==> config.mk <==
export PLATFORM = sky130hd
export DESIGN_NAME = bcd_four_digit_alu_core
export DESIGN_NICKNAME = d
export VERILOG_FILES = /design/src/rtl/core/bcdalu_pkg.sv /design/src/rtl/core/bcdalu_adder.sv /design/src/rtl/core/bcdalu_dp.sv /design/src/rtl/core/bcdalu_ctrl.sv /design/src/rtl/core/bcd_four_digit_alu_core.sv
export VERILOG_INCLUDE_DIRS = /design/src /design/src/rtl/core
export SDC_FILE = /design/constraint.sdc
export NUM_CORES = 1
export LEC_CHECK = 0
export BUFFER_PORTS_ARGS = -buffer_cell sky130_fd_sc_hd__buf_2
export CAP_MARGIN = 5
export CORE_MARGIN = 1.5
export CORE_UTILIZATION = 25
export CTS_CLUSTER_DIAMETER = 120
export DETAILED_ROUTE_END_ITERATION = 16
export PLACE_DENSITY = 0.48
export SYNTH_ARGS = -nofsm -noshare
export SYNTH_HDL_FRONTEND = slang
export SYNTH_SLANG_ARGS = --single-unit
==> constraint.sdc <==
create_clock -name clk -period 13.8 [get_ports clk]
set_input_delay 2.07 -clock clk [delete_from_list [all_inputs] [get_ports clk]]
set_output_delay 2.07 -clock clk [all_outputs]
set_load 0.01 [all_outputs]
==> src/rtl/core/bcd_four_digit_alu_core_assert.svh <==
// Assertion macros for the BCD ALU core; they sample on clk and hold off during arst_n.
`ifndef BCD_FOUR_DIGIT_ALU_CORE_ASSERT_SVH
`define BCD_FOUR_DIGIT_ALU_CORE_ASSERT_SVH

// Check a same-cycle implication.
`define BCDALU_ASSERT_IMP(lbl, ante, cons) \
	lbl: assert property (@(posedge clk) disable iff (!arst_n) (ante) |-> (cons)) \
		else $error("bcd alu assertion failed");

// Check a next-cycle implication.
`define BCDALU_ASSERT_NEXT(lbl, ante, cons) \
	lbl: assert property (@(posedge clk) disable iff (!arst_n) (ante) |=> (cons)) \
		else $error("bcd alu assertion failed");

`endif

==> src/rtl/core/bcdalu_pkg.sv <==
`default_nettype none
package bcdalu_pkg;

	localparam int DIGITS_DEF = 4;

	localparam logic [2:0] OP_ADD = 3'd0;
	localparam logic [2:0] OP_SUB = 3'd1;
	localparam logic [2:0] OP_MUL = 3'd2;
	localparam logic [2:0] OP_DIV = 3'd3;
	localparam logic [2:0] OP_POW = 3'd4;

	localparam logic [1:0] ERR_OK      = 2'd0;
	localparam logic [1:0] ERR_NIBBLE  = 2'd1;
	localparam logic [1:0] ERR_OP      = 2'd2;
	localparam logic [1:0] ERR_DIVZERO = 2'd3;

	localparam logic [3:0] SQ_STEPS = 4'd9;

	typedef enum logic [4:0] {
		CMD_NOP,
		CMD_LOAD,
		CMD_ADD,
		CMD_SUB,
		CMD_SETUP_AB,
		CMD_MSHIFT,
		CMD_MADD,
		CMD_DIV_INIT,
		CMD_DIV_SHIFT,
		CMD_DIV_TRY,
		CMD_POW_INIT,
		CMD_E_SHIFT,
		CMD_SETUP_PT,
		CMD_SETUP_PA,
		CMD_P_FROM_R,
		CMD_R_FROM_P,
		CMD_FINISH
	} cmd_t;

	typedef struct packed {
		cmd_t cmd;
		logic div;
		logic err;
	} ctl_t;

	typedef struct packed {
		logic bad;
		logic b_zero;
		logic y_top_zero;
		logic e_top_zero;
		logic ge;
	} sts_t;

endpackage
`default_nettype wire

==> src/rtl/core/bcdalu_adder.sv <==
`default_nettype none
module bcdalu_adder #(
	parameter int N = 5
) (
	input  wire logic [4*N-1:0] x,
	input  wire logic [4*N-1:0] y,
	input  wire logic           cin,
	output logic      [4*N-1:0] sum,
	output logic                cout
);
	logic [N:0] c;

	assign c[0] = cin;

	for (genvar i = 0; i < N; i++) begin : g_dig
		logic [4:0] raw;
		logic       hi;
		assign raw = 5'(x[4*i +: 4]) + 5'(y[4*i +: 4]) + 5'(c[i]);
		assign hi = raw > 5'd9;
		// decimal correct: add six past nine
		assign sum[4*i +: 4] = hi ? 4'(raw + 5'd6) : raw[3:0];
		assign c[i+1] = hi;
	end

	assign cout = c[N];
endmodule
`default_nettype wire

==> src/rtl/core/bcdalu_dp.sv <==
`default_nettype none
module bcdalu_dp import bcdalu_pkg::*; #(
	parameter int DIGITS = DIGITS_DEF
) (
	input  wire logic              clk,
	input  wire logic [4*DIGITS-1:0] operand_a,
	input  wire logic [4*DIGITS-1:0] operand_b,
	input  wire ctl_t              ctl,
	output sts_t                   sts,
	output logic [4*DIGITS-1:0]    result_digits,
	output logic [4*DIGITS-1:0]    remainder_digits
);
	localparam int W  = 4*DIGITS;
	localparam int WE = 4*(DIGITS+1);

	logic [W-1:0]  a_q, b_q, x_q, p_q, t_q, q_q, res_q, rem_q;
	logic [WE-1:0] r_q, y_q, e_q;
	logic [WE-1:0] add_x, add_y, add_sum, b9;
	logic          add_cin, add_cout;
	logic          bad;

	always_comb begin
		b9  = '0;
		bad = 1'b0;
		for (int i = 0; i <= DIGITS; i++) begin
			if (i < DIGITS) begin
				b9[4*i +: 4] = 4'd9 - b_q[4*i +: 4];
				if (a_q[4*i +: 4] > 4'd9 || b_q[4*i +: 4] > 4'd9)
					bad = 1'b1;
			end else begin
				b9[4*i +: 4] = 4'd9;
			end
		end
	end

	always_comb begin
		add_x   = '0;
		add_y   = '0;
		add_cin = 1'b0;
		case (ctl.cmd)
			CMD_ADD: begin
				add_x = {4'd0, a_q};
				add_y = {4'd0, b_q};
			end
			CMD_SUB: begin
				add_x   = {4'd0, a_q};
				add_y   = {4'd0, b9[W-1:0]};
				add_cin = 1'b1;
			end
			CMD_MADD: begin
				add_x = r_q;
				add_y = {4'd0, x_q};
			end
			CMD_DIV_TRY: begin
				add_x   = r_q;
				add_y   = b9;
				add_cin = 1'b1;
			end
			default: begin
				add_cin = 1'b0;
			end
		endcase
	end

	bcdalu_adder #(.N(DIGITS+1)) u_add (
		.x   (add_x),
		.y   (add_y),
		.cin (add_cin),
		.sum (add_sum),
		.cout(add_cout)
	);

	always_ff @(posedge clk) begin
		case (ctl.cmd)
			CMD_LOAD: begin
				a_q <= operand_a;
				b_q <= operand_b;
			end
			CMD_ADD, CMD_SUB: r_q <= {4'd0, add_sum[W-1:0]};
			CMD_SETUP_AB: begin
				x_q <= a_q;
				y_q <= {4'd0, b_q};
				r_q <= '0;
			end
			CMD_MSHIFT: begin
				r_q <= {4'd0, W'(r_q << 4)};
				y_q <= y_q << 4;
			end
			CMD_MADD: begin
				r_q <= {4'd0, add_sum[W-1:0]};
				y_q[WE-1 -: 4] <= y_q[WE-1 -: 4] - 4'd1;
			end
			CMD_DIV_INIT: begin
				r_q <= '0;
				q_q <= '0;
				e_q <= {4'd0, a_q};
			end
			CMD_DIV_SHIFT: begin
				r_q <= {r_q[WE-5:0], e_q[W-1 -: 4]};
				e_q <= e_q << 4;
				q_q <= q_q << 4;
			end
			CMD_DIV_TRY: begin
				if (add_cout) begin
					r_q        <= add_sum;
					q_q[3:0]   <= q_q[3:0] + 4'd1;
				end
			end
			CMD_POW_INIT: begin
				p_q <= W'(1);
				e_q <= {4'd0, b_q};
			end
			CMD_E_SHIFT: begin
				e_q <= e_q << 4;
				t_q <= p_q;
			end
			CMD_SETUP_PT: begin
				x_q <= t_q;
				y_q <= {4'd0, p_q};
				r_q <= '0;
			end
			CMD_SETUP_PA: begin
				x_q <= a_q;
				y_q <= {4'd0, p_q};
				r_q <= '0;
				e_q[WE-1 -: 4] <= e_q[WE-1 -: 4] - 4'd1;
			end
			CMD_P_FROM_R: p_q <= r_q[W-1:0];
			CMD_R_FROM_P: r_q <= {4'd0, p_q};
			CMD_FINISH: begin
				res_q <= ctl.err ? '0 : (ctl.div ? q_q : r_q[W-1:0]);
				rem_q <= (ctl.err || !ctl.div) ? '0 : r_q[W-1:0];
			end
			default: begin
				res_q <= res_q;
			end
		endcase
	end

	assign sts.bad        = bad;
	assign sts.b_zero     = (b_q == '0);
	assign sts.y_top_zero = (y_q[WE-1 -: 4] == 4'd0);
	assign sts.e_top_zero = (e_q[WE-1 -: 4] == 4'd0);
	assign sts.ge         = add_cout;

	assign result_digits    = res_q;
	assign remainder_digits = rem_q;
endmodule
`default_nettype wire

==> src/rtl/core/bcdalu_ctrl.sv <==
`default_nettype none
module bcdalu_ctrl import bcdalu_pkg::*; #(
	parameter int DIGITS = DIGITS_DEF
) (
	input  wire logic       clk,
	input  wire logic       arst_n,
	input  wire logic       start,
	input  wire logic [2:0] op,
	input  wire sts_t       sts,
	output ctl_t            ctl,
	output logic            busy,
	output logic            done,
	output logic [1:0]      error_code
);
	localparam int CW = $clog2(DIGITS+1);

	typedef enum logic [3:0] {
		S_IDLE, S_CHECK, S_MSHIFT, S_MADD, S_PSHIFT, S_PSQ, S_PA,
		S_DSHIFT, S_DTRY, S_FIN
	} state_t;

	state_t      state_q;
	logic [CW-1:0] cnt_q, ecnt_q;
	logic [3:0]  sq_q;
	logic        ret_pow_q;
	logic [2:0]  op_q;
	logic [1:0]  err_q, chk_err;
	logic        done_q;
	logic [1:0]  error_code_q;

	always_comb begin
		if (sts.bad)
			chk_err = ERR_NIBBLE;
		else if (op_q > OP_POW)
			chk_err = ERR_OP;
		else if (op_q == OP_DIV && sts.b_zero)
			chk_err = ERR_DIVZERO;
		else
			chk_err = ERR_OK;
	end

	always_comb begin
		ctl.cmd = CMD_NOP;
		ctl.div = (op_q == OP_DIV);
		ctl.err = (err_q != ERR_OK);
		case (state_q)
			S_IDLE: if (start) ctl.cmd = CMD_LOAD;
			S_CHECK: begin
				if (chk_err == ERR_OK) begin
					case (op_q)
						OP_ADD:  ctl.cmd = CMD_ADD;
						OP_SUB:  ctl.cmd = CMD_SUB;
						OP_MUL:  ctl.cmd = CMD_SETUP_AB;
						OP_DIV:  ctl.cmd = CMD_DIV_INIT;
						OP_POW:  ctl.cmd = CMD_POW_INIT;
						default: ctl.cmd = CMD_NOP;
					endcase
				end
			end
			S_MSHIFT: ctl.cmd = CMD_MSHIFT;
			S_MADD: begin
				if (!sts.y_top_zero)
					ctl.cmd = CMD_MADD;
				else if (cnt_q == '0 && ret_pow_q)
					ctl.cmd = CMD_P_FROM_R;
			end
			S_PSHIFT: ctl.cmd = CMD_E_SHIFT;
			S_PSQ: if (sq_q != 4'd0) ctl.cmd = CMD_SETUP_PT;
			S_PA: begin
				if (!sts.e_top_zero)
					ctl.cmd = CMD_SETUP_PA;
				else if (ecnt_q == '0)
					ctl.cmd = CMD_R_FROM_P;
			end
			S_DSHIFT: ctl.cmd = CMD_DIV_SHIFT;
			S_DTRY:   ctl.cmd = CMD_DIV_TRY;
			S_FIN:    ctl.cmd = CMD_FINISH;
			default:  ctl.cmd = CMD_NOP;
		endcase
	end

	always_ff @(posedge clk or negedge arst_n) begin
		if (!arst_n) begin
			state_q      <= S_IDLE;
			cnt_q        <= '0;
			ecnt_q       <= '0;
			sq_q         <= '0;
			ret_pow_q    <= 1'b0;
			op_q         <= OP_ADD;
			err_q        <= ERR_OK;
			done_q       <= 1'b0;
			error_code_q <= ERR_OK;
		end else begin
			done_q <= 1'b0;
			case (state_q)
				S_IDLE: begin
					if (start) begin
						op_q    <= op;
						state_q <= S_CHECK;
					end
				end
				S_CHECK: begin
					err_q <= chk_err;
					if (chk_err != ERR_OK) begin
						state_q <= S_FIN;
					end else begin
						case (op_q)
							OP_MUL: begin
								cnt_q     <= CW'(DIGITS);
								ret_pow_q <= 1'b0;
								state_q   <= S_MSHIFT;
							end
							OP_DIV: begin
								cnt_q   <= CW'(DIGITS);
								state_q <= S_DSHIFT;
							end
							OP_POW: begin
								ecnt_q  <= CW'(DIGITS);
								state_q <= S_PSHIFT;
							end
							default: state_q <= S_FIN;
						endcase
					end
				end
				S_MSHIFT: begin
					cnt_q   <= cnt_q - 1'b1;
					state_q <= S_MADD;
				end
				S_MADD: begin
					if (sts.y_top_zero) begin
						if (cnt_q != '0)
							state_q <= S_MSHIFT;
						else if (ret_pow_q)
							state_q <= S_PSQ;
						else
							state_q <= S_FIN;
					end
				end
				S_PSHIFT: begin
					ecnt_q  <= ecnt_q - 1'b1;
					sq_q    <= SQ_STEPS;
					state_q <= S_PSQ;
				end
				S_PSQ: begin
					if (sq_q != 4'd0) begin
						sq_q      <= sq_q - 4'd1;
						cnt_q     <= CW'(DIGITS);
						ret_pow_q <= 1'b1;
						state_q   <= S_MSHIFT;
					end else begin
						state_q <= S_PA;
					end
				end
				S_PA: begin
					if (!sts.e_top_zero) begin
						cnt_q     <= CW'(DIGITS);
						ret_pow_q <= 1'b1;
						state_q   <= S_MSHIFT;
					end else if (ecnt_q == '0) begin
						state_q <= S_FIN;
					end else begin
						state_q <= S_PSHIFT;
					end
				end
				S_DSHIFT: begin
					cnt_q   <= cnt_q - 1'b1;
					state_q <= S_DTRY;
				end
				S_DTRY: begin
					if (!sts.ge)
						state_q <= (cnt_q == '0) ? S_FIN : S_DSHIFT;
				end
				S_FIN: begin
					done_q       <= 1'b1;
					error_code_q <= err_q;
					state_q      <= S_IDLE;
				end
				default: state_q <= S_IDLE;
			endcase
		end
	end

	assign busy       = (state_q != S_IDLE);
	assign done       = done_q;
	assign error_code = error_code_q;
endmodule
`default_nettype wire

==> src/rtl/core/bcd_four_digit_alu_core.sv <==
// Add, subtract and every error pass through the check and finish states to done.
// Multiply shifts once per multiplier digit and adds the multiplicand once per unit of it.
// Divide shifts in one dividend digit at a time and subtracts the divisor until that fails.
// Power raises p to the tenth per exponent digit, then multiplies by a once per unit of it;
// all arithmetic runs on the single shared BCD adder. One word is in flight at a time.
// Reset (arst_n low) clears the controller at once; done is a one-cycle strobe, never stalled.
`default_nettype none
`include "bcd_four_digit_alu_core_assert.svh"
module bcd_four_digit_alu_core import bcdalu_pkg::*; #(
	parameter int DIGITS = DIGITS_DEF
) (
	input  wire logic                clk,
	input  wire logic                arst_n,
	input  wire logic                start,
	output logic                     busy,
	input  wire logic [4*DIGITS-1:0] operand_a,
	input  wire logic [4*DIGITS-1:0] operand_b,
	input  wire logic [2:0]          op,
	output logic                     done,
	output logic [4*DIGITS-1:0]      result_digits,
	output logic [4*DIGITS-1:0]      remainder_digits,
	output logic [1:0]               error_code
);
	ctl_t ctl;
	sts_t sts;

	// Sequence the word: check, then drive the datapath one micro-step a cycle.
	bcdalu_ctrl #(.DIGITS(DIGITS)) u_ctrl (
		.clk       (clk),
		.arst_n    (arst_n),
		.start     (start),
		.op        (op),
		.sts       (sts),
		.ctl       (ctl),
		.busy      (busy),
		.done      (done),
		.error_code(error_code)
	);

	// Hold operands, accumulator, quotient and power registers; share one adder.
	bcdalu_dp #(.DIGITS(DIGITS)) u_dp (
		.clk             (clk),
		.operand_a       (operand_a),
		.operand_b       (operand_b),
		.ctl             (ctl),
		.sts             (sts),
		.result_digits   (result_digits),
		.remainder_digits(remainder_digits)
	);

	// A finished word lands in idle, so a new word may be taken with done.
	`BCDALU_ASSERT_IMP(a_done_idle, done, !busy)
	// An accepted word always makes the core busy next cycle.
	`BCDALU_ASSERT_NEXT(a_start_busy, start && !busy, busy)
	// Drop both result fields on any error.
	`BCDALU_ASSERT_IMP(a_err_zero, done && (error_code != ERR_OK),
		(result_digits == '0) && (remainder_digits == '0))
endmodule
`default_nettype wire

Word-level counts from Yosys, hierarchy flattened
Index checks and enable logic that the tools add are counted.

Register bits: 211. Input port bits: 38. Word-level logic and storage cells: 219. Output and inout bits: 36.

Add/subtract/negate cells: 25. Eq/ne operators: 39. Magnitude comparators: 14. Mux-type cells: 63. Reductions and logical operators: 55.

Operators by type and width (number): $pmux 20 s6 (1); $pmux 16 s3 (2); $pmux 20 s4 (1); $mux 4 (18); $pmux 16 s2 (2); $pmux 5 s10 (1); $eq 5x4->1 const B (8); $pmux 20 s2 (1); $pmux 4 s3 (3); $pmux 4 s9 (1); $gt 4x4->1 const B (8); $add 4x4->5 (5); $add 5x1->5 (5); $gt 5x4->1 const B (5); $pmux 12 s2 (1); $mux 3 (7); $add 4x3->4 const B (5); $eq 5x3->1 const B (4); $mux 20 (1); $pmux 4 s5 (1); $reduce_or 2->1 (10); $reduce_bool 3->1 (6); $eq 4x3->1 const B (4); $logic_not 16->1 (1); 38 further kinds (95).

Logic depth before layout (Yosys ltp)
Depth in word-level cells: 26. Mapped depth: 54.

Modules after synthesis
Synthesis repeated with hierarchy kept, for this count alone.

Cell total of the unflattened synthesis: 951. Area total of the unflattened synthesis: 11260.8 um2.

Modules (own cells, without submodules): bcdalu_dp (cells each 625, instances 1, seq. area each 5645.4 um2, area an instance 8511.9 um2); bcdalu_ctrl (cells each 188, instances 1, seq. area each 575.6 um2, area an instance 1576.5 um2); bcdalu_adder (cells each 138, instances 1, seq. area each 0.0 um2, area an instance 1172.4 um2).

Worst setup path after synthesis
OpenSTA, ideal clock, no wires.

Kind: in2reg. Start point: input start. End point: register u_dp.r_q[0] (enable). Setup time: 409 ps. Slack: 1382 ps. Data arrival time: 12009 ps. Cell stages on the path: 45. Path through: o31a_1 o21ai_0 o31ai_1 buf_2 a21oi_2 nor2_1 a221oi_1 fa_1 inv_1 fa_1 xnor2_1 ha_1 a22oi_1 a221oi_1 fa_1 inv_1 fa_1 xnor2_1 [9 not listed] nand2_1 a21o_1 inv_1 fa_1 fa_1 xor2_1 nand2_1 a21oi_1 inv_1 ha_1 a21o_1 ha_1 xor2_1 ha_1 nor2b_1 a21oi_1 nand2_1 a32oi_1.

Word-level cells in the longest chain between the ends: 18. Elaborated cells between the ends (all ways): 39. Classes of those cells: 10 x add/sub; 5 x order compare; 12 x eq/ne; 5 x mux; 7 x reduce/logical.

RTL lines: start, declared (line bcd_four_digit_alu_core.sv:14) `input wire logic start,`; $mux 1 (*) (line bcdalu_ctrl.sv:47) `S_IDLE: if (start) ctl.cmd = CMD_LOAD;`; $pmux 5 s10 (*) (line bcdalu_ctrl.sv:46) `case (state_q)`; $eq 5x3->1, or another cell as far along (line bcdalu_dp.sv:40, bcdalu_dp.sv:74); $reduce_or 2->1 (no source line); $pmux 20 s2 (line bcdalu_dp.sv:40) `case (ctl.cmd)`; $add 4x4->5 (line bcdalu_adder.sv:18) `assign raw = 5'(x[4*i +: 4]) + 5'(y[4*i +: 4]) + 5'(c[i]);`; $add 5x1->5 (line bcdalu_adder.sv:18); $gt 5x4->1 (line bcdalu_adder.sv:19) `assign hi = raw > 5'd9;`; [2 not listed]; $add 5x1->5 (line bcdalu_adder.sv:18); $gt 5x4->1 (line bcdalu_adder.sv:19); $add 5x1->5 (line bcdalu_adder.sv:18); $gt 5x4->1 (line bcdalu_adder.sv:19); $add 5x1->5 (line bcdalu_adder.sv:18); $gt 5x4->1 (line bcdalu_adder.sv:19); $ne 2x1->1 (no source line); $reduce_and 2->1 (no source line) (*); end signal, assigned (line bcdalu_dp.sv:79) `CMD_ADD, CMD_SUB: r_q <= {4'd0, add_sum[W-1:0]};`; end signal, assigned (line bcdalu_dp.sv:86) `r_q <= {4'd0, W'(r_q << 4)};`; end signal, assigned (line bcdalu_dp.sv:90) `r_q <= {4'd0, add_sum[W-1:0]};`; end, declared (line bcdalu_dp.sv:17) `logic [WE-1:0] r_q, y_q, e_q;`.

Every way passes the cells marked *; elsewhere a longest branch is shown, timed or not. A chain may end at the register's enable or synchronous reset.

Final worst setup path
Start point: register u_dp.y_q[16]. End point: register u_dp.r_q[3] (enable).

Word-level cells in the longest chain between the ends: 19. Elaborated cells between the ends (all ways): 40. Classes of those cells: 10 x add/sub; 5 x order compare; 12 x eq/ne; 5 x mux; 8 x reduce/logical.

RTL lines: start, declared (line bcdalu_dp.sv:17); start signal, assigned (line bcdalu_dp.sv:82) `y_q <= {4'd0, b_q};`; start signal, assigned (line bcdalu_dp.sv:87) `y_q <= y_q << 4;`; start signal, assigned by index (line bcdalu_dp.sv:91) `y_q[WE-1 -: 4] <= y_q[WE-1 -: 4] - 4'd1;`; $logic_not 4->1 (*) (line bcdalu_dp.sv:142) `assign sts.y_top_zero = (y_q[WE-1 -: 4] == 4'd0);`; $mux 5 (*) (line bcdalu_ctrl.sv:62) `if (!sts.y_top_zero)`; $pmux 5 s10 (*) (line bcdalu_ctrl.sv:46); $eq 5x3->1, or another cell as far along (line bcdalu_dp.sv:40, bcdalu_dp.sv:74); $reduce_or 2->1 (no source line); $pmux 20 s2 (line bcdalu_dp.sv:40); $add 4x4->5 (line bcdalu_adder.sv:18); $add 5x1->5 (line bcdalu_adder.sv:18); [3 not listed]; $add 5x1->5 (line bcdalu_adder.sv:18); $gt 5x4->1 (line bcdalu_adder.sv:19); $add 5x1->5 (line bcdalu_adder.sv:18); $gt 5x4->1 (line bcdalu_adder.sv:19); $add 5x1->5 (line bcdalu_adder.sv:18); $gt 5x4->1 (line bcdalu_adder.sv:19); $ne 2x1->1 (no source line); $reduce_and 2->1 (no source line) (*).

Marks and branches as above.

==> results.rst <==
.. list-table::
   :header-rows: 1

   * - Metric
     - Value
   * - Status
     - finished, final reports clean
   * - Top cells by instance count after synthesis
     - edfxtp_1, nand2_1, o21ai_0, nor2_1
   * - Number of antenna violations at the first check in global routing
     - 0
   * - Number of maximum-capacitance violations
     - 0
   * - Beginning of the critical path
     - u_dp.y_q[16]
   * - Top-level port count
     - between 70 and 80
   * - Crit path launch type
     - flop
   * - Main synth FF type
     - edfxtp_1
   * - Gp weighted congestion
     - between 0.8 and 0.9
   * - Die area
     - about 44000 sq um
   * - Clock input transition at the sequential cells of the worst setup and hold paths
     - approximately 60 ps
   * - Cell count after synthesis
     - around 920
   * - Most frequently used cell type in the post-synthesis netlist
     - edfxtp_1
   * - Reg-to-reg slack, setup
     - around 1400 ps
   * - Combinational family with the most area after synthesis
     - compound AO/OA/AOI/OAI gates
   * - Seq/Total Area, Yosys
     - about three fifths
   * - Leakage
     - around 4.8 nW
   * - Row Count
     - 75
   * - Final critical delay including setup and external delays
     - 12390 ps
   * - Reg-to-reg critical path endpoint
     - u_dp.r_q[3]
   * - Capturing element of the worst setup path
     - u_dp.r_q[3]
   * - Clock skew
     - 26.9 ps
   * - Final cell utilization of the core
     - approximately 30%
   * - Slew at the pin closest to its max-slew limit
     - between 1000 and 1500 ps
   * - Total clock buffers created by CTS
     - 24
   * - Final-report max-slew violation count
     - 0
   * - Peak supply drop
     - roughly 0.084 mV
   * - FILL cells
     - approximately 4400
   * - Clock latency of the later-clocked register in the worst-skew pair
     - 550 ps
   * - Antenna cell count
     - 0
   * - Period Utilization, post-route
     - around 90%
   * - Layout Area Growth over Synthesis
     - 16.6%
   * - Proportion of layout cells with a drive suffix above 1
     - between 10% and 20%
   * - Maximum achievable frequency
     - 0.0807 GHz
   * - Worst-case headroom to the max-slew limit
     - between 20 and 25%
   * - Via count
     - 7448
   * - Post-synth ARST share
     - between 10 and 15%
   * - Final hold viol count
     - 0
   * - Xor/xnor share of the synthesized area
     - under 10%
   * - Port Buffer Count
     - 73
   * - Synthesized net count
     - between 900 and 1000
   * - Master cell of the clock root buffer
     - clkbuf_16
   * - Core footprint
     - between 40000 and 50000 sq um
   * - Number of enable flip-flop cells after synthesis
     - ~190
   * - Post-DP HPWL
     - around 22 mm
   * - CP Data Required Time
     - between 10000 and 15000 ps
   * - Leading cell types by total area after synthesis
     - edfxtp_1, dfrtp_1, nand2_1, ha_1, a22oi_1
   * - Via count of the first global-routing pass
     - 7199
   * - Final-report setup violation count
     - 0
   * - Total of warnings raised by yosys
     - 0
   * - Overall routed net length
     - approximately 30 mm
   * - Post-CTS resize count
     - 0
   * - Max incr delay on CP
     - 760 ps
   * - Number of buffers added to fix hold violations after cts
     - 0
   * - Synth Area in Simple Gates
     - 14.1%
   * - Total power divided by cell area
     - around 230 nW/um^2
   * - Final routed wire length divided by cell count
     - between 15 and 20 um
   * - Arithmetic-cell share of the synthesized area counting full adders, half adders and majority gates
     - 5.37%
   * - Number of sinks driven by the clock tree
     - approximately 210
   * - Netlist Area Pre-Place
     - around 11000 sq um
   * - Portion of netlist area occupied by mux cells
     - under 10%
   * - Cell variety after synth
     - between 60 and 70
   * - Count of state elements after synthesis
     - ~210
   * - Post-synth top area share
     - a little over half
   * - Wire length of the first global-routing pass
     - between 40 and 50 mm
   * - Post-CTS repair timing setup buffer count
     - 0
   * - Number of nets in the layout
     - roughly 1100
   * - H-tree depth
     - 1
   * - Worst Min Path Start
     - u_ctrl.ecnt_q[0]
   * - Setup total negative slack
     - 0 ps
   * - Maximum buffer depth of the clock tree
     - 3
   * - Highest fanout seen on the critical path
     - 20
   * - Chip Width
     - between 200 and 250 um
   * - Die Y
     - 210 um
   * - Initial Util
     - roughly a quarter
   * - Arrival time worst endpoint
     - 12590 ps
   * - Cell with the largest stage delay on the worst path
     - and4_1
   * - Violation count after the first detailed-route iteration
     - approximately 560
   * - Total iterations of the first detailed-routing run
     - 5
   * - DRC
     - 0
   * - Path category of the worst min-delay check
     - flop to flop
   * - Mean area per synthesized cell
     - between 10 and 15 sq um
   * - Overall track demand over capacity in global routing
     - around 14%
   * - Routed Antenna Nets
     - 0
   * - TritonCTS clock tree
     - done
   * - Fraction of the mapped netlist area in compound gates
     - roughly 14%
   * - Reg2reg start
     - u_dp.y_q[16]
   * - Type of element capturing the critical path
     - flop
   * - Top cell type by total area after synthesis
     - edfxtp_1
   * - Vias per Instance
     - roughly 4.8
   * - GRT Residual Overflow
     - 0
   * - Unrepaired setup endpoints after global routing
     - no
   * - Setup Crit Path Kind
     - flop to flop
   * - FF-to-FF path depth
     - between 40 and 50
   * - Maximum number of pins on one net before global-route repair
     - 33
==> placed cells by master, fill, tap and decap left out, drive strengths merged, types with 33 or more instances in the layout <==
| cell type | count |
|---|---|
| a21oi | 43 |
| nor2 | 56 |
| and2 | 50 |
| nand2 | 123 |
| o21ai | 68 |
| ha | 33 |
| inv | 51 |
| a22oi | 43 |
| edfxtp | 188 |
| buf | 91 |
==> worst max-delay path: cells and delay by family (launching register included) <==
kind / cells / cell delay, ps
AOI/OAI and AO/OA: 12 / 2920
adders and majority gates: 14 / 4410
DFF: 1 / 380
and+or+nand+nor: 9 / 2040
buffers and inverters: 10 / 1230
xor gates and xnor gates: 4 / 1060
==> metal layers <==
| layer | global-route usage (%) | routed length, um |
|---|---|---|
| met1 | 20.4 | 14700 |
| met5 | 0 | 0 |
| met4 | 3.67 | 635 |
| met2 | 19.8 | 12700 |
| met3 | 2.98 | 2060 |
==> logic make-up after synthesis <==
kind of cell             count (synthesis)
adder cells (fa/ha/maj)                 41
AO/OA/AOI/OAI                          227
flip-flops                             211
AND/OR/NAND/NOR                        304
multiplexers                            24
buffers and inverters                   88
XOR/XNOR                                23
==> registers in the layout (all words and copies together) (netlist names), 16 cells and up <==
| signal | count |
|---|---|
| u_dp.e_q | 20 |
| u_dp.t_q | 16 |
| u_dp.y_q | 20 |
| u_dp.r_q | 20 |
| u_dp.b_q | 16 |
| u_dp.p_q | 16 |
| u_dp.q_q | 16 |
| u_dp.result_digits | 16 |
| u_dp.x_q | 16 |
| u_dp.remainder_digits | 16 |
| u_dp.a_q | 16 |
==> through the flow <==
| step | area (sq um) | hold slack, ps | std cells | total power, W | setup WS (ps) |
|---|---|---|---|---|---|
| 6_report | 12400 | 472 | 1554 | 0.00280 | 1410 |
| 5_1_grt | 12400 | 501 | 1554 | 0.00300 | 310 |
| 4_1_cts | 12400 | 476 | 1554 | 0.00283 | 1400 |
| 3_5_place_dp | 11700 | 468 | 1511 | 0.00220 | 1050 |
| 3_3_place_gp | 11700 | 462 | 1511 | 0.00218 | 1460 |
| 2_1_floorplan | 10700 | 440 | 918 | 0.00183 | 1380 |
==> power breakdown <==
part	leakage [nW]	switching, W	internal (W)	total [W]
clock	0.364	0.000263	0.000357	0.000620
combinational	2.35	0.000668	0.000410	0.00108
sequential	2.07	0.000169	0.000938	0.00111
total	4.78	0.00110	0.00171	0.00280
==> how the worst min path moves through the flow <==
| stage | slack (ps) | end | depth (start not counted) |
|---|---|---|---|
| after floorplan | 440 | u_ctrl.ecnt_q[0] | 1 |
| after global placement | 460 | u_ctrl.ecnt_q[0] | 1 |
| after detailed placement | 470 | u_ctrl.ecnt_q[0] | 1 |
| after CTS | 480 | u_ctrl.ecnt_q[0] | 1 |
| after global routing | 500 | u_ctrl.ecnt_q[0] | 1 |
| final | 470 | u_ctrl.ecnt_q[0] | 1 |
==> cell type report <==
class	count	area [sq um]	share of cell area, %
clock buffers	28	616	4.95
multi-input cells	619	4110	33.0
clock inverters	15	139	1.12
repair buffers	91	500	4.02
inverters	51	191	1.54
flip-flops and latches	211	6220	50.0
well taps	539	674	5.42
No activity file was read; power rests on OpenSTA's default activity.
